File: config.mk
export PLATFORM = sky130hd
export DESIGN_NAME = price_range_and_median_flat
export DESIGN_NICKNAME = d
export VERILOG_FILES = /design/src/rtl/prm_pkg.sv /design/src/rtl/prm_req_if.sv /design/src/rtl/prm_rsp_if.sv /design/src/rtl/prm_csr_if.sv /design/src/rtl/prm_front.sv /design/src/rtl/prm_queue.sv /design/src/rtl/prm_div.sv /design/src/rtl/prm_back.sv /design/src/rtl/price_range_and_median.sv /design/src/flat_wrapper.sv
export VERILOG_INCLUDE_DIRS = /design/src /design/src/rtl
export SDC_FILE = /design/constraint.sdc
export NUM_CORES = 2
export LEC_CHECK = 0
export BUFFER_PORTS_ARGS = -buffer_cell sky130_fd_sc_hd__buf_2
export CAP_MARGIN = 0
export CORE_MARGIN = 1.5
export CORE_UTILIZATION = 55
export CTS_CLUSTER_SIZE = 24
export DETAILED_ROUTE_END_ITERATION = 16
export PLACE_DENSITY_LB_ADDON = 0.08
export SETUP_SLACK_MARGIN = 0.5
export SYNTH_ARGS = -nofsm -noshare
export SYNTH_HDL_FRONTEND = slang
export SYNTH_SLANG_ARGS = --single-unit
File: constraint.sdc
create_clock -name clock -period 18.3 [get_ports clock]
set_input_delay 5.49 -clock clock [delete_from_list [all_inputs] [get_ports clock]]
set_output_delay 5.49 -clock clock [all_outputs]
set_load 0.02 [all_outputs]
File: src/rtl/price_range_and_median_defines.svh
// ----------------------------------------------------------------------------
// price range and median assertion macros
// shared concurrent assertion forms, empty when synthesizing
// ----------------------------------------------------------------------------
`ifndef PRICE_RANGE_AND_MEDIAN_DEFINES_SVH
`define PRICE_RANGE_AND_MEDIAN_DEFINES_SVH

`ifndef SYNTHESIS
// same-cycle implication
`define PRM_ASSERT_IMP(lbl, clk, rst, ante, cons) \
   lbl: assert property (@(posedge clk) disable iff (rst) (ante) |-> (cons)) \
      else $error("prm assertion failed");
// next-cycle implication
`define PRM_ASSERT_NXT(lbl, clk, rst, ante, cons) \
   lbl: assert property (@(posedge clk) disable iff (rst) (ante) |=> (cons)) \
      else $error("prm assertion failed");
`else
`define PRM_ASSERT_IMP(lbl, clk, rst, ante, cons)
`define PRM_ASSERT_NXT(lbl, clk, rst, ante, cons)
`endif

`endif

File: src/rtl/prm_pkg.sv
// ----------------------------------------------------------------------------
// prm_pkg
// widths, constants and types shared by the price range and median block
// ----------------------------------------------------------------------------
`timescale 1ns / 1ps
`default_nettype none

package prm_pkg;

   localparam int PRICE_W         = 18;
   localparam int GRID_W          = 14;
   localparam int EXT_W           = 20;
   localparam int STORE_DEPTH_DEF = 64;
   localparam int DIV_STEPS       = PRICE_W;
   localparam int DIV_CNT_W       = $clog2(DIV_STEPS);

   localparam logic [GRID_W-1:0]       GRID_RESET = GRID_W'(500);
   localparam logic signed [EXT_W-1:0] MIN_SPAN   = EXT_W'(1000);
   localparam logic signed [EXT_W-1:0] SAT_MIN    = EXT_W'(-(2 ** (PRICE_W - 1)));
   localparam logic signed [EXT_W-1:0] SAT_MAX    = EXT_W'((2 ** (PRICE_W - 1)) - 1);

   typedef logic signed [PRICE_W-1:0] price_type;
   typedef logic [GRID_W-1:0]         grid_type;

   typedef enum logic [3:0] {
      BK_IDLE,
      BK_LOAD,
      BK_SWEEP,
      BK_CHECK,
      BK_DIV_LO,
      BK_WAIT_LO,
      BK_DIV_HI,
      BK_WAIT_HI,
      BK_FINISH
   } back_state_type;

endpackage

`default_nettype wire

File: src/rtl/prm_req_if.sv
// ----------------------------------------------------------------------------
// prm_req_if
// price input channel: one price per transaction, last one of a set marked
// ----------------------------------------------------------------------------
`timescale 1ns / 1ps
`default_nettype none

interface prm_req_if;
   import prm_pkg::*;

   logic      valid;
   logic      ready;
   price_type price;
   logic      last_item;

   modport source (output valid, output price, output last_item, input ready);
   modport sink   (input valid, input price, input last_item, output ready);
endinterface

`default_nettype wire

File: src/rtl/prm_rsp_if.sv
// ----------------------------------------------------------------------------
// prm_rsp_if
// result channel: axis bounds, upper median and overflow flag of one set
// ----------------------------------------------------------------------------
`timescale 1ns / 1ps
`default_nettype none

interface prm_rsp_if;
   import prm_pkg::*;

   logic      valid;
   logic      ready;
   price_type axis_low;
   price_type axis_high;
   price_type median_price;
   logic      overflowed;

   modport source (output valid, output axis_low, output axis_high,
                   output median_price, output overflowed, input ready);
   modport sink   (input valid, input axis_low, input axis_high,
                   input median_price, input overflowed, output ready);
endinterface

`default_nettype wire

File: src/rtl/prm_csr_if.sv
// ----------------------------------------------------------------------------
// prm_csr_if
// configuration write channel carrying the grid interval
// ----------------------------------------------------------------------------
`timescale 1ns / 1ps
`default_nettype none

interface prm_csr_if;
   import prm_pkg::*;

   logic     valid;
   logic     ready;
   grid_type grid_interval;

   modport source (output valid, output grid_interval, input ready);
   modport sink   (input valid, input grid_interval, output ready);
endinterface

`default_nettype wire

File: src/rtl/prm_front.sv
// ----------------------------------------------------------------------------
// prm_front
// takes prices, writes them to the store bank being filled, keeps running
// min and max, and hands a finished set to the back end as a job
// ----------------------------------------------------------------------------
`timescale 1ns / 1ps
`default_nettype none
`include "price_range_and_median_defines.svh"

module prm_front #(
   parameter int STORE_DEPTH = prm_pkg::STORE_DEPTH_DEF
) (
   input  logic                                   clock,
   input  logic                                   reset,
   prm_req_if.sink                                req_ch,
   output logic                                   mem_we,
   output logic [$clog2(STORE_DEPTH):0]           mem_waddr,
   output logic signed [prm_pkg::PRICE_W-1:0]     mem_wdata,
   output logic                                   job_push,
   output logic [2*prm_pkg::PRICE_W+$clog2(STORE_DEPTH+1)+1:0] job_data,
   input  logic                                   bank_release
);
   import prm_pkg::*;

   localparam int ADDR_W = $clog2(STORE_DEPTH);
   localparam int CNT_W  = $clog2(STORE_DEPTH + 1);

   logic [CNT_W-1:0] cnt_ff, cnt_in;
   logic             ovf_ff, ovf_in;
   logic             bank_ff, bank_in;
   logic [1:0]       busy_ff, busy_in;
   price_type        min_ff, min_in;
   price_type        max_ff, max_in;

   logic             accept;
   logic             has_room;
   logic             first;
   price_type        new_min;
   price_type        new_max;
   logic [CNT_W-1:0] next_cnt;
   logic             next_ovf;
   price_type        next_min;
   price_type        next_max;

   // two banks: at most two finished sets may be pending in the back end
   assign req_ch.ready = (busy_ff < 2'd2);
   assign accept       = req_ch.valid && req_ch.ready;
   assign has_room     = (cnt_ff < CNT_W'(STORE_DEPTH));
   assign first        = (cnt_ff == '0);

   assign new_min  = (first || (req_ch.price < min_ff)) ? req_ch.price : min_ff;
   assign new_max  = (first || (req_ch.price > max_ff)) ? req_ch.price : max_ff;
   assign next_cnt = has_room ? (cnt_ff + CNT_W'(1)) : cnt_ff;
   assign next_ovf = ovf_ff || !has_room;
   assign next_min = has_room ? new_min : min_ff;
   assign next_max = has_room ? new_max : max_ff;

   assign mem_waddr = {bank_ff, cnt_ff[ADDR_W-1:0]};
   assign mem_wdata = req_ch.price;
   assign job_data  = {bank_ff, next_ovf, next_cnt, next_max, next_min};

   always_comb begin
      cnt_in   = cnt_ff;
      ovf_in   = ovf_ff;
      bank_in  = bank_ff;
      min_in   = min_ff;
      max_in   = max_ff;
      mem_we   = 1'b0;
      job_push = 1'b0;
      if (accept) begin
         mem_we = has_room;
         cnt_in = next_cnt;
         ovf_in = next_ovf;
         min_in = next_min;
         max_in = next_max;
         if (req_ch.last_item) begin
            job_push = 1'b1;
            cnt_in   = '0;
            ovf_in   = 1'b0;
            bank_in  = !bank_ff;
         end
      end
      case ({job_push, bank_release})
         2'b10:   busy_in = busy_ff + 2'd1;
         2'b01:   busy_in = busy_ff - 2'd1;
         default: busy_in = busy_ff;
      endcase
   end

   always_ff @(posedge clock) begin
      if (reset) begin
         cnt_ff  <= '0;
         ovf_ff  <= 1'b0;
         bank_ff <= 1'b0;
         busy_ff <= '0;
      end else begin
         cnt_ff  <= cnt_in;
         ovf_ff  <= ovf_in;
         bank_ff <= bank_in;
         busy_ff <= busy_in;
      end
   end

   always_ff @(posedge clock) begin
      min_ff <= min_in;
      max_ff <= max_in;
   end

   `PRM_ASSERT_IMP(a_busy_range, clock, reset, 1'b1, busy_ff != 2'd3)
   `PRM_ASSERT_IMP(a_release_owned, clock, reset, bank_release, busy_ff != 2'd0)

endmodule

`default_nettype wire

File: src/rtl/prm_queue.sv
// ----------------------------------------------------------------------------
// prm_queue
// two-entry job queue between front and back end
// ----------------------------------------------------------------------------
`timescale 1ns / 1ps
`default_nettype none
`include "price_range_and_median_defines.svh"

module prm_queue #(
   parameter int WIDTH = 8
) (
   input  logic             clock,
   input  logic             reset,
   input  logic             push,
   input  logic [WIDTH-1:0] push_data,
   input  logic             pop,
   output logic [WIDTH-1:0] pop_data,
   output logic             empty
);
   logic [WIDTH-1:0] slot_ff [2];
   logic             wr_ptr_ff, wr_ptr_in;
   logic             rd_ptr_ff, rd_ptr_in;
   logic [1:0]       count_ff, count_in;
   logic             full;

   assign empty    = (count_ff == 2'd0);
   assign full     = (count_ff == 2'd2);
   assign pop_data = slot_ff[rd_ptr_ff];

   always_comb begin
      wr_ptr_in = push ? !wr_ptr_ff : wr_ptr_ff;
      rd_ptr_in = pop ? !rd_ptr_ff : rd_ptr_ff;
      case ({push, pop})
         2'b10:   count_in = count_ff + 2'd1;
         2'b01:   count_in = count_ff - 2'd1;
         default: count_in = count_ff;
      endcase
   end

   always_ff @(posedge clock) begin
      if (reset) begin
         wr_ptr_ff <= 1'b0;
         rd_ptr_ff <= 1'b0;
         count_ff  <= '0;
      end else begin
         wr_ptr_ff <= wr_ptr_in;
         rd_ptr_ff <= rd_ptr_in;
         count_ff  <= count_in;
      end
   end

   always_ff @(posedge clock) begin
      if (push) begin
         slot_ff[wr_ptr_ff] <= push_data;
      end
   end

   `PRM_ASSERT_IMP(a_no_overrun, clock, reset, push, !full)
   `PRM_ASSERT_IMP(a_no_underrun, clock, reset, pop, !empty)

endmodule

`default_nettype wire

File: src/rtl/prm_div.sv
// ----------------------------------------------------------------------------
// prm_div
// restoring remainder unit, one quotient bit per cycle
// ----------------------------------------------------------------------------
`timescale 1ns / 1ps
`default_nettype none

module prm_div (
   input  logic                          clock,
   input  logic                          reset,
   input  logic                          start,
   input  logic [prm_pkg::PRICE_W-1:0]   dividend,
   input  logic [prm_pkg::GRID_W-1:0]    divisor,
   output logic                          done,
   output logic [prm_pkg::GRID_W-1:0]    remainder
);
   import prm_pkg::*;

   logic                 busy_ff, busy_in;
   logic                 done_ff, done_in;
   logic [DIV_CNT_W-1:0] step_ff, step_in;
   logic [PRICE_W-1:0]   num_ff, num_in;
   logic [GRID_W-1:0]    rem_ff, rem_in;
   logic [GRID_W-1:0]    dvs_ff, dvs_in;

   logic [GRID_W:0]      trial;
   logic [GRID_W:0]      diff;
   logic                 fits;

   assign trial     = {rem_ff, num_ff[PRICE_W-1]};
   assign diff      = trial - {1'b0, dvs_ff};
   assign fits      = (trial >= {1'b0, dvs_ff});
   assign done      = done_ff;
   assign remainder = rem_ff;

   always_comb begin
      busy_in = busy_ff;
      done_in = 1'b0;
      step_in = step_ff;
      num_in  = num_ff;
      rem_in  = rem_ff;
      dvs_in  = dvs_ff;
      if (start) begin
         busy_in = 1'b1;
         step_in = '0;
         num_in  = dividend;
         rem_in  = '0;
         dvs_in  = divisor;
      end else if (busy_ff) begin
         num_in  = {num_ff[PRICE_W-2:0], 1'b0};
         rem_in  = fits ? diff[GRID_W-1:0] : trial[GRID_W-1:0];
         step_in = step_ff + DIV_CNT_W'(1);
         if (step_ff == DIV_CNT_W'(DIV_STEPS - 1)) begin
            busy_in = 1'b0;
            done_in = 1'b1;
         end
      end
   end

   always_ff @(posedge clock) begin
      if (reset) begin
         busy_ff <= 1'b0;
         done_ff <= 1'b0;
      end else begin
         busy_ff <= busy_in;
         done_ff <= done_in;
      end
   end

   always_ff @(posedge clock) begin
      step_ff <= step_in;
      num_ff  <= num_in;
      rem_ff  <= rem_in;
      dvs_ff  <= dvs_in;
   end

endmodule

`default_nettype wire

File: src/rtl/prm_back.sv
// ----------------------------------------------------------------------------
// prm_back
// owns the price store, finds the upper median by rank counting and rounds
// min and max onto the grid, then holds the result for the output channel
// ----------------------------------------------------------------------------
`timescale 1ns / 1ps
`default_nettype none
`include "price_range_and_median_defines.svh"

module prm_back #(
   parameter int STORE_DEPTH = prm_pkg::STORE_DEPTH_DEF
) (
   input  logic                                   clock,
   input  logic                                   reset,
   input  logic                                   mem_we,
   input  logic [$clog2(STORE_DEPTH):0]           mem_waddr,
   input  logic signed [prm_pkg::PRICE_W-1:0]     mem_wdata,
   input  logic                                   job_empty,
   output logic                                   job_pop,
   input  logic [2*prm_pkg::PRICE_W+$clog2(STORE_DEPTH+1)+1:0] job_data,
   input  logic [prm_pkg::GRID_W-1:0]             grid,
   output logic                                   bank_release,
   prm_rsp_if.source                              rsp_ch
);
   import prm_pkg::*;

   localparam int ADDR_W    = $clog2(STORE_DEPTH);
   localparam int CNT_W     = $clog2(STORE_DEPTH + 1);
   localparam int MEM_DEPTH = 2 * (2 ** ADDR_W);

   price_type mem [MEM_DEPTH];
   price_type rd_a_ff;
   price_type rd_b_ff;

   back_state_type state_ff, state_in;

   price_type          job_min_ff, job_min_in;
   price_type          job_max_ff, job_max_in;
   logic [CNT_W-1:0]   job_cnt_ff, job_cnt_in;
   logic               job_ovf_ff, job_ovf_in;
   logic               job_bank_ff, job_bank_in;
   logic [CNT_W-1:0]   i_ff, i_in;
   logic [CNT_W-1:0]   j_ff, j_in;
   logic [CNT_W-1:0]   lt_ff, lt_in;
   logic [CNT_W-1:0]   le_ff, le_in;
   logic               cmp_vld_ff, cmp_vld_in;
   price_type          med_ff, med_in;
   logic [GRID_W-1:0]  rem_lo_ff, rem_lo_in;
   logic signed [EXT_W-1:0] lo_ff, lo_in;
   logic signed [EXT_W-1:0] hi_ff, hi_in;
   logic               rsp_vld_ff, rsp_vld_in;
   price_type          rsp_lo_ff, rsp_lo_in;
   price_type          rsp_hi_ff, rsp_hi_in;
   price_type          rsp_med_ff, rsp_med_in;
   logic               rsp_ovf_ff, rsp_ovf_in;

   logic [ADDR_W:0]    addr_a;
   logic [ADDR_W:0]    addr_b;
   logic [CNT_W-1:0]   rank;
   logic               out_free;
   logic               div_start;
   logic [PRICE_W-1:0] div_dividend;
   logic               div_done;
   logic [GRID_W-1:0]  div_rem;
   logic [PRICE_W-1:0] mag_min;
   logic [PRICE_W-1:0] mag_max;

   logic signed [EXT_W-1:0] min_x, max_x;
   logic signed [EXT_W-1:0] g_x, m_lo_x, m_hi_x;
   logic signed [EXT_W-1:0] span;
   logic signed [EXT_W-1:0] hi_adj;
   logic signed [EXT_W-1:0] lo_sat, hi_sat;

   // store: one write port from the front, two registered read ports
   assign addr_a = {job_bank_ff, i_ff[ADDR_W-1:0]};
   assign addr_b = {job_bank_ff, j_ff[ADDR_W-1:0]};

   always_ff @(posedge clock) begin
      if (mem_we) begin
         mem[mem_waddr] <= mem_wdata;
      end
      rd_a_ff <= mem[addr_a];
      rd_b_ff <= mem[addr_b];
   end

   assign rank     = job_cnt_ff >> 1;
   assign out_free = !rsp_vld_ff || rsp_ch.ready;

   assign mag_min = job_min_ff[PRICE_W-1] ? (~job_min_ff + PRICE_W'(1)) : job_min_ff;
   assign mag_max = job_max_ff[PRICE_W-1] ? (~job_max_ff + PRICE_W'(1)) : job_max_ff;
   assign div_dividend = (state_ff == BK_DIV_LO) ? mag_min : mag_max;

   prm_div u_div (
      .clock     (clock),
      .reset     (reset),
      .start     (div_start),
      .dividend  (div_dividend),
      .divisor   (grid),
      .done      (div_done),
      .remainder (div_rem)
   );

   // rounding: remainder magnitudes follow the sign of the operand
   assign min_x  = {{(EXT_W-PRICE_W){job_min_ff[PRICE_W-1]}}, job_min_ff};
   assign max_x  = {{(EXT_W-PRICE_W){job_max_ff[PRICE_W-1]}}, job_max_ff};
   assign g_x    = {{(EXT_W-GRID_W){1'b0}}, grid};
   assign m_lo_x = {{(EXT_W-GRID_W){1'b0}}, rem_lo_ff};
   assign m_hi_x = {{(EXT_W-GRID_W){1'b0}}, div_rem};

   assign span   = hi_ff - lo_ff;
   assign hi_adj = (span < MIN_SPAN) ? (lo_ff + MIN_SPAN) : hi_ff;
   assign lo_sat = (lo_ff < SAT_MIN) ? SAT_MIN : ((lo_ff > SAT_MAX) ? SAT_MAX : lo_ff);
   assign hi_sat = (hi_adj < SAT_MIN) ? SAT_MIN : ((hi_adj > SAT_MAX) ? SAT_MAX : hi_adj);

   always_comb begin
      state_in     = state_ff;
      job_min_in   = job_min_ff;
      job_max_in   = job_max_ff;
      job_cnt_in   = job_cnt_ff;
      job_ovf_in   = job_ovf_ff;
      job_bank_in  = job_bank_ff;
      i_in         = i_ff;
      j_in         = j_ff;
      lt_in        = lt_ff;
      le_in        = le_ff;
      cmp_vld_in   = cmp_vld_ff;
      med_in       = med_ff;
      rem_lo_in    = rem_lo_ff;
      lo_in        = lo_ff;
      hi_in        = hi_ff;
      rsp_vld_in   = rsp_vld_ff && !rsp_ch.ready;
      rsp_lo_in    = rsp_lo_ff;
      rsp_hi_in    = rsp_hi_ff;
      rsp_med_in   = rsp_med_ff;
      rsp_ovf_in   = rsp_ovf_ff;
      job_pop      = 1'b0;
      div_start    = 1'b0;
      bank_release = 1'b0;

      unique case (state_ff)
         BK_IDLE: begin
            if (!job_empty) begin
               job_pop     = 1'b1;
               job_min_in  = job_data[PRICE_W-1:0];
               job_max_in  = job_data[2*PRICE_W-1:PRICE_W];
               job_cnt_in  = job_data[2*PRICE_W+CNT_W-1:2*PRICE_W];
               job_ovf_in  = job_data[2*PRICE_W+CNT_W];
               job_bank_in = job_data[2*PRICE_W+CNT_W+1];
               i_in        = '0;
               state_in    = BK_LOAD;
            end
         end
         BK_LOAD: begin
            // candidate read lands in rd_a_ff for the sweep
            j_in       = '0;
            lt_in      = '0;
            le_in      = '0;
            cmp_vld_in = 1'b0;
            state_in   = BK_SWEEP;
         end
         BK_SWEEP: begin
            cmp_vld_in = (j_ff < job_cnt_ff);
            if (j_ff < job_cnt_ff) begin
               j_in = j_ff + CNT_W'(1);
            end
            if (cmp_vld_ff) begin
               lt_in = lt_ff + CNT_W'(rd_b_ff < rd_a_ff);
               le_in = le_ff + CNT_W'(rd_b_ff <= rd_a_ff);
            end
            if (j_ff == job_cnt_ff) begin
               state_in = BK_CHECK;
            end
         end
         BK_CHECK: begin
            // candidate holds rank n/2 when lt <= n/2 < le
            if (((lt_ff <= rank) && (rank < le_ff)) ||
                (i_ff == (job_cnt_ff - CNT_W'(1)))) begin
               med_in   = rd_a_ff;
               state_in = BK_DIV_LO;
            end else begin
               i_in     = i_ff + CNT_W'(1);
               state_in = BK_LOAD;
            end
         end
         BK_DIV_LO: begin
            div_start = 1'b1;
            state_in  = BK_WAIT_LO;
         end
         BK_WAIT_LO: begin
            if (div_done) begin
               rem_lo_in = div_rem;
               state_in  = BK_DIV_HI;
            end
         end
         BK_DIV_HI: begin
            div_start = 1'b1;
            state_in  = BK_WAIT_HI;
         end
         BK_WAIT_HI: begin
            if (div_done) begin
               if (!job_min_ff[PRICE_W-1]) begin
                  lo_in = min_x - m_lo_x;
               end else if (rem_lo_ff != '0) begin
                  lo_in = min_x + m_lo_x - g_x;
               end else begin
                  lo_in = min_x;
               end
               if (job_max_ff[PRICE_W-1]) begin
                  hi_in = max_x + m_hi_x;
               end else if (div_rem != '0) begin
                  hi_in = max_x - m_hi_x + g_x;
               end else begin
                  hi_in = max_x;
               end
               state_in = BK_FINISH;
            end
         end
         BK_FINISH: begin
            if (out_free) begin
               rsp_vld_in   = 1'b1;
               rsp_lo_in    = lo_sat[PRICE_W-1:0];
               rsp_hi_in    = hi_sat[PRICE_W-1:0];
               rsp_med_in   = med_ff;
               rsp_ovf_in   = job_ovf_ff;
               bank_release = 1'b1;
               state_in     = BK_IDLE;
            end
         end
         default: begin
            state_in = BK_IDLE;
         end
      endcase
   end

   always_ff @(posedge clock) begin
      if (reset) begin
         state_ff <= BK_IDLE;
      end else begin
         state_ff <= state_in;
      end
   end

   always_ff @(posedge clock) begin
      if (reset) begin
         rsp_vld_ff <= 1'b0;
         cmp_vld_ff <= 1'b0;
      end else begin
         rsp_vld_ff <= rsp_vld_in;
         cmp_vld_ff <= cmp_vld_in;
      end
   end

   always_ff @(posedge clock) begin
      job_min_ff  <= job_min_in;
      job_max_ff  <= job_max_in;
      job_cnt_ff  <= job_cnt_in;
      job_ovf_ff  <= job_ovf_in;
      job_bank_ff <= job_bank_in;
      i_ff        <= i_in;
      j_ff        <= j_in;
      lt_ff       <= lt_in;
      le_ff       <= le_in;
      med_ff      <= med_in;
      rem_lo_ff   <= rem_lo_in;
      lo_ff       <= lo_in;
      hi_ff       <= hi_in;
      rsp_lo_ff   <= rsp_lo_in;
      rsp_hi_ff   <= rsp_hi_in;
      rsp_med_ff  <= rsp_med_in;
      rsp_ovf_ff  <= rsp_ovf_in;
   end

   assign rsp_ch.valid        = rsp_vld_ff;
   assign rsp_ch.axis_low     = rsp_lo_ff;
   assign rsp_ch.axis_high    = rsp_hi_ff;
   assign rsp_ch.median_price = rsp_med_ff;
   assign rsp_ch.overflowed   = rsp_ovf_ff;

   `PRM_ASSERT_IMP(a_cand_in_set, clock, reset, state_ff == BK_LOAD, i_ff < job_cnt_ff)
   `PRM_ASSERT_IMP(a_rank_counts, clock, reset, state_ff == BK_CHECK, (lt_ff <= le_ff) && (le_ff <= job_cnt_ff))
   `PRM_ASSERT_NXT(a_release_result, clock, reset, bank_release, rsp_vld_ff && (state_ff == BK_IDLE))

endmodule

`default_nettype wire

File: src/rtl/price_range_and_median.sv
// load: one price transaction per cycle unless two sets are pending; a second set can load while the first is worked on
// after the last price: per tried candidate a load, a sweep and a check, at worst for all n,
// then two remainder passes (min, then max) and the result register, n = stored prices
// the rank search is bound by the two read ports of the store, one compare per cycle
// reset (synchronous, active high) empties the queue and counters and sets grid to 500;
// the store itself is not cleared
// ----------------------------------------------------------------------------
// price_range_and_median
// axis range from min and max rounded to the grid, plus the upper median
// ----------------------------------------------------------------------------
`timescale 1ns / 1ps
`default_nettype none

module price_range_and_median #(
   parameter int STORE_DEPTH = prm_pkg::STORE_DEPTH_DEF
) (
   input  logic       clock,
   input  logic       reset,
   prm_req_if.sink    req_ch,
   prm_rsp_if.source  rsp_ch,
   prm_csr_if.sink    csr_ch
);
   import prm_pkg::*;

   localparam int ADDR_W = $clog2(STORE_DEPTH);
   localparam int CNT_W  = $clog2(STORE_DEPTH + 1);
   localparam int JOB_W  = 2 * PRICE_W + CNT_W + 2;

   grid_type grid_ff, grid_in;
   grid_type grid_eff;

   logic              mem_we;
   logic [ADDR_W:0]   mem_waddr;
   price_type         mem_wdata;
   logic              job_push;
   logic [JOB_W-1:0]  job_push_data;
   logic              job_pop;
   logic [JOB_W-1:0]  job_pop_data;
   logic              job_empty;
   logic              bank_release;

   assign csr_ch.ready = 1'b1;
   assign grid_in      = csr_ch.valid ? csr_ch.grid_interval : grid_ff;
   // zero interval means no rounding
   assign grid_eff     = (grid_ff == '0) ? GRID_W'(1) : grid_ff;

   always_ff @(posedge clock) begin
      if (reset) begin
         grid_ff <= GRID_RESET;
      end else begin
         grid_ff <= grid_in;
      end
   end

   prm_front #(.STORE_DEPTH(STORE_DEPTH)) u_front (
      .clock        (clock),
      .reset        (reset),
      .req_ch       (req_ch),
      .mem_we       (mem_we),
      .mem_waddr    (mem_waddr),
      .mem_wdata    (mem_wdata),
      .job_push     (job_push),
      .job_data     (job_push_data),
      .bank_release (bank_release)
   );

   prm_queue #(.WIDTH(JOB_W)) u_queue (
      .clock     (clock),
      .reset     (reset),
      .push      (job_push),
      .push_data (job_push_data),
      .pop       (job_pop),
      .pop_data  (job_pop_data),
      .empty     (job_empty)
   );

   prm_back #(.STORE_DEPTH(STORE_DEPTH)) u_back (
      .clock        (clock),
      .reset        (reset),
      .mem_we       (mem_we),
      .mem_waddr    (mem_waddr),
      .mem_wdata    (mem_wdata),
      .job_empty    (job_empty),
      .job_pop      (job_pop),
      .job_data     (job_pop_data),
      .grid         (grid_eff),
      .bank_release (bank_release),
      .rsp_ch       (rsp_ch)
   );

endmodule

`default_nettype wire

File: src/flat_wrapper.sv
// flat-port wrapper written by rule: the top's interface ports become plain ports
module price_range_and_median_flat import prm_pkg::*;
#(
   parameter int STORE_DEPTH = prm_pkg::STORE_DEPTH_DEF
)
  (clock, reset, req_ch_valid, req_ch_price, req_ch_last_item, req_ch_ready, rsp_ch_valid, rsp_ch_axis_low, rsp_ch_axis_high, rsp_ch_median_price, rsp_ch_overflowed, rsp_ch_ready, csr_ch_valid, csr_ch_grid_interval, csr_ch_ready);
  prm_req_if req_ch_i ();
  prm_rsp_if rsp_ch_i ();
  prm_csr_if csr_ch_i ();
  input  logic clock;
  input  logic reset;
  input wire logic [$bits(req_ch_i.valid)-1:0] req_ch_valid;
  input wire logic [$bits(req_ch_i.price)-1:0] req_ch_price;
  input wire logic [$bits(req_ch_i.last_item)-1:0] req_ch_last_item;
  output wire logic [$bits(req_ch_i.ready)-1:0] req_ch_ready;
  output wire logic [$bits(rsp_ch_i.valid)-1:0] rsp_ch_valid;
  output wire logic [$bits(rsp_ch_i.axis_low)-1:0] rsp_ch_axis_low;
  output wire logic [$bits(rsp_ch_i.axis_high)-1:0] rsp_ch_axis_high;
  output wire logic [$bits(rsp_ch_i.median_price)-1:0] rsp_ch_median_price;
  output wire logic [$bits(rsp_ch_i.overflowed)-1:0] rsp_ch_overflowed;
  input wire logic [$bits(rsp_ch_i.ready)-1:0] rsp_ch_ready;
  input wire logic [$bits(csr_ch_i.valid)-1:0] csr_ch_valid;
  input wire logic [$bits(csr_ch_i.grid_interval)-1:0] csr_ch_grid_interval;
  output wire logic [$bits(csr_ch_i.ready)-1:0] csr_ch_ready;
  assign req_ch_i.valid = req_ch_valid;
  assign req_ch_i.price = req_ch_price;
  assign req_ch_i.last_item = req_ch_last_item;
  assign req_ch_ready = req_ch_i.ready;
  assign rsp_ch_valid = rsp_ch_i.valid;
  assign rsp_ch_axis_low = rsp_ch_i.axis_low;
  assign rsp_ch_axis_high = rsp_ch_i.axis_high;
  assign rsp_ch_median_price = rsp_ch_i.median_price;
  assign rsp_ch_overflowed = rsp_ch_i.overflowed;
  assign rsp_ch_i.ready = rsp_ch_ready;
  assign csr_ch_i.valid = csr_ch_valid;
  assign csr_ch_i.grid_interval = csr_ch_grid_interval;
  assign csr_ch_ready = csr_ch_i.ready;
  price_range_and_median #(.STORE_DEPTH(STORE_DEPTH)) u_core (.clock(clock), .reset(reset), .req_ch(req_ch_i), .rsp_ch(rsp_ch_i), .csr_ch(csr_ch_i));
endmodule
==> results.ini <==
[clock_network]
clock_sinks = 2754
clockRootBuffer = clkbuf_16
ctsResizeCount = 0
ctsHoldBuffers = 0
clk_latency_ns = 0.95
cts.htree.levels = 5
clk_pin_slew_worst_paths_ns = 0.06
cts_buffers = 304
clk_path_buf_depth = 4
cts_tree = yes
cts_setup_buffers = 0

[timing]
grt_setup_unrepaired = false
setup_viol = 0
slew_viol_final = 0
whs_ns = 0.416
worst_pin_slew_ns = 1.36
timing.final.ws_setup_ns = 9.76
slew_headroom_pct = 9.06
finClkSkew_ns = 0.0622
max_freq_mhz = 117
fin_crit_ns = 8.54
post-route-period-util_pct = 46.6
hold_viol = 0
fin_setup_tns_ns = 0

[synth]
avgSynthCellArea_sq_um = 19.5
ys_seq_area_share_pct = 62.4
ys_ff_latch = 2754
yosys_warnings = 0
ys_types = 74
netlist_instances = 6721
synth_edf_count = 2662
async_reset_ff_share_pct = 0
ys.flop_type = edfxtp_1
syn_nets = 6996
syn_area_sq_um = 131000

[finish]
syn2layout_area_growth_pct = 10.6
layout_common_cells = edfxtp_1 (2662), mux4_2 (1512), clkbuf_16 (314)
fin_area_sq_um = 145000
finalNetCount = 7145
final-instance-count-excl-fill = 10300
final_common_cell = edfxtp_1
drive_gt1_share_pct = 34.8

[setup_path]
cp-start-kind = input pin
cp.required_ns = 18.99
crit_buf_inv = 2
cp.arrival_ns = 9.23
path_cells = buf_4, buf_4, ha_1, a21o_1, a21o_1, a21oi_1, o211ai_1, o2111ai_1, a21oi_2, mux2_2
crit_type = input pin to register
slowest_stage = a21oi_2
cp_top_family = compound AO/OA/AOI/OAI gates
max_stage_delay_ns = 0.91
rrSetupSlack_ns = 11.82
cp_max_fo = 68
timing.critical_path.to_type = register

[drt]
vias = 72100
dr.first_iter.drc_count = 10500
viasPerCell = 7.02
post_drt_wl_per_cell_um = 37.0
drt-pass1-iter-count = 5
wl_um = 380000
drc = 0
postRouteAntennaNets = 0

[power_and_ir_drop]
leakagePower_nw = 46.6
power_frac_seq_pct = 34.0
p_per_area_nw_per_um2 = 150
power_frac_clock_pct = 27.1
swShare_pct = 34.5
vdd_drop_max_mv = 0.129
internal_power_w = 0.0142
power_frac_comb_pct = 38.9
switchingPower_w = 0.00749

[floorplan]
initial_core_util_pct = 55.2
die-area_sq_um = 241000
die_y_um = 491
die_w_um = 491
core_sq_um = 237000
num_rows = 179
io_pins = 96

[worst_hold_path]
holdCritPathClass = register to register

[global_routing]
grt_pass1_vias = 69900
antenna_found_initial = 48
grt_max_degree = 128
track_usage_pct = 31.7
grt_pass1_wl_um = 536000
grt-ovfl-total = 0

[placement]
numPortBuffers = 94
place_congestion = 0.923
place_ws_ns = 8.74
dp_hpwl_um = 248000
placed_area_sq_um = 136000
place_inst = 9731

[run]
drv_cap = 0

[outcome]
outcome = finished, final reports clean

cell usage after synthesis (6+ instances only):
master | count | area share (%)
edfxtp_1 | 2662 | 61
mux4_2 | 1512 | 26
nor2_1 | 319 | 0.91
inv_1 | 271 | 0.78
clkbuf_1 | 264 | 0.76
ha_1 | 206 | 2.0
nand2_1 | 156 | 0.45
a21oi_1 | 148 | 0.57
mux2_2 | 119 | 1.0
o21ai_0 | 110 | 0.42
xnor2_1 | 106 | 0.71
buf_2 | 94 | 0.36
dfxtp_1 | 92 | 1.4
buf_1 | 63 | 0.18
nand3_1 | 49 | 0.19
nor2b_1 | 47 | 0.22
nor3_1 | 46 | 0.18
xor2_1 | 39 | 0.26
a21o_1 | 36 | 0.21
o21a_1 | 32 | 0.18
fa_1 | 31 | 0.47
a211oi_1 | 24 | 0.14
o211ai_1 | 24 | 0.14
nand4_1 | 23 | 0.11
nand2b_1 | 21 | 0.10
o22ai_1 | 21 | 0.10
nor4_1 | 18 | 0.086
mux2i_1 | 17 | 0.13
and3_1 | 16 | 0.076
o31ai_1 | 16 | 0.092
or3_1 | 16 | 0.076
o21bai_1 | 10 | 0.057
a31oi_1 | 8 | 0.038
and2_1 | 6 | 0.029
and4_1 | 6 | 0.040
buf_6 | 6 | 0.052
per-layer routing:
layer  GRT usage (%)  vias up  wire [um]
met2            45.6     4316     169000
met3            7.81      675      44700
met5               0        -        181
met4            11.4       26      16400
met1            47.4    38400     150000
li1                -    28600          -
flip-flops by register name, summed over array words and instances (netlist names), 20 cells and up:
| name | flops |
|---|---|
| u_core.u_back.hi_ff | 20 |
| u_core.u_back.lo_ff | 20 |
| u_core.u_queue.slot_ff | 90 |
| u_core.u_back.mem | 2304 |
kinds of logic after synthesis:
| kind of cell | Yosys count | share of synthesized area [%] |
|---|---|---|
| DFF | 2754 | 62.4 |
| muxes | 1648 | 27.1 |
| and+or+nand+nor | 736 | 2.54 |
| buffers and inverters | 705 | 2.15 |
| AOI/OAI and AO/OA | 495 | 2.38 |
| adders and majority gates | 237 | 2.44 |
| xor gates and xnor gates | 145 | 0.969 |
| other | 1 | 0.00286 |
metrics by stage:
stage | util (%) | total power (W)
after floorplan | - | 0.0128
after global placement | 57.1 | 0.0158
after detailed placement | 57.1 | 0.0159
after CTS | 61.1 | 0.0217
after global routing | 61.1 | 0.0223
final | 61.1 | 0.0217
path summary, 6_finish.rpt:
kind | to | start | cells past startpoint
setup / recovery | u_core.u_front.min_ff[3] | req_ch_price[3] | 10
hold / removal | u_core.u_back.rsp_ch.median_price[10] | u_core.u_back.med_ff[10] | 0
setup reg to reg | u_core.u_back.rd_b_ff[5] | u_core.u_back.j_ff[0] | 9
hold reg to reg | u_core.u_back.rsp_ch.median_price[10] | u_core.u_back.med_ff[10] | 0
power by group through the flow:
stage	combinational, W	sequential (W)	clock, W
6_report	0.00844	0.00738	0.00588
5_1_grt	0.00877	0.00739	0.00617
4_1_cts	0.00838	0.00738	0.00594
3_5_place_dp	0.00835	0.00751	0
3_3_place_gp	0.00832	0.00751	0
2_1_floorplan	0.00541	0.00740	0
final cells by class:
class	count	area [sq um]
flip-flops and latches	2754	81800
inverters	274	1030
repair buffers	274	2000
multi-input cells	3262	46900
clock inverters	143	1240
fillers	16800	92400
clock buffers	378	8120
diodes	18	45.0
well taps	3167	3960
Note: power is estimated with default switching activity, not from simulation.
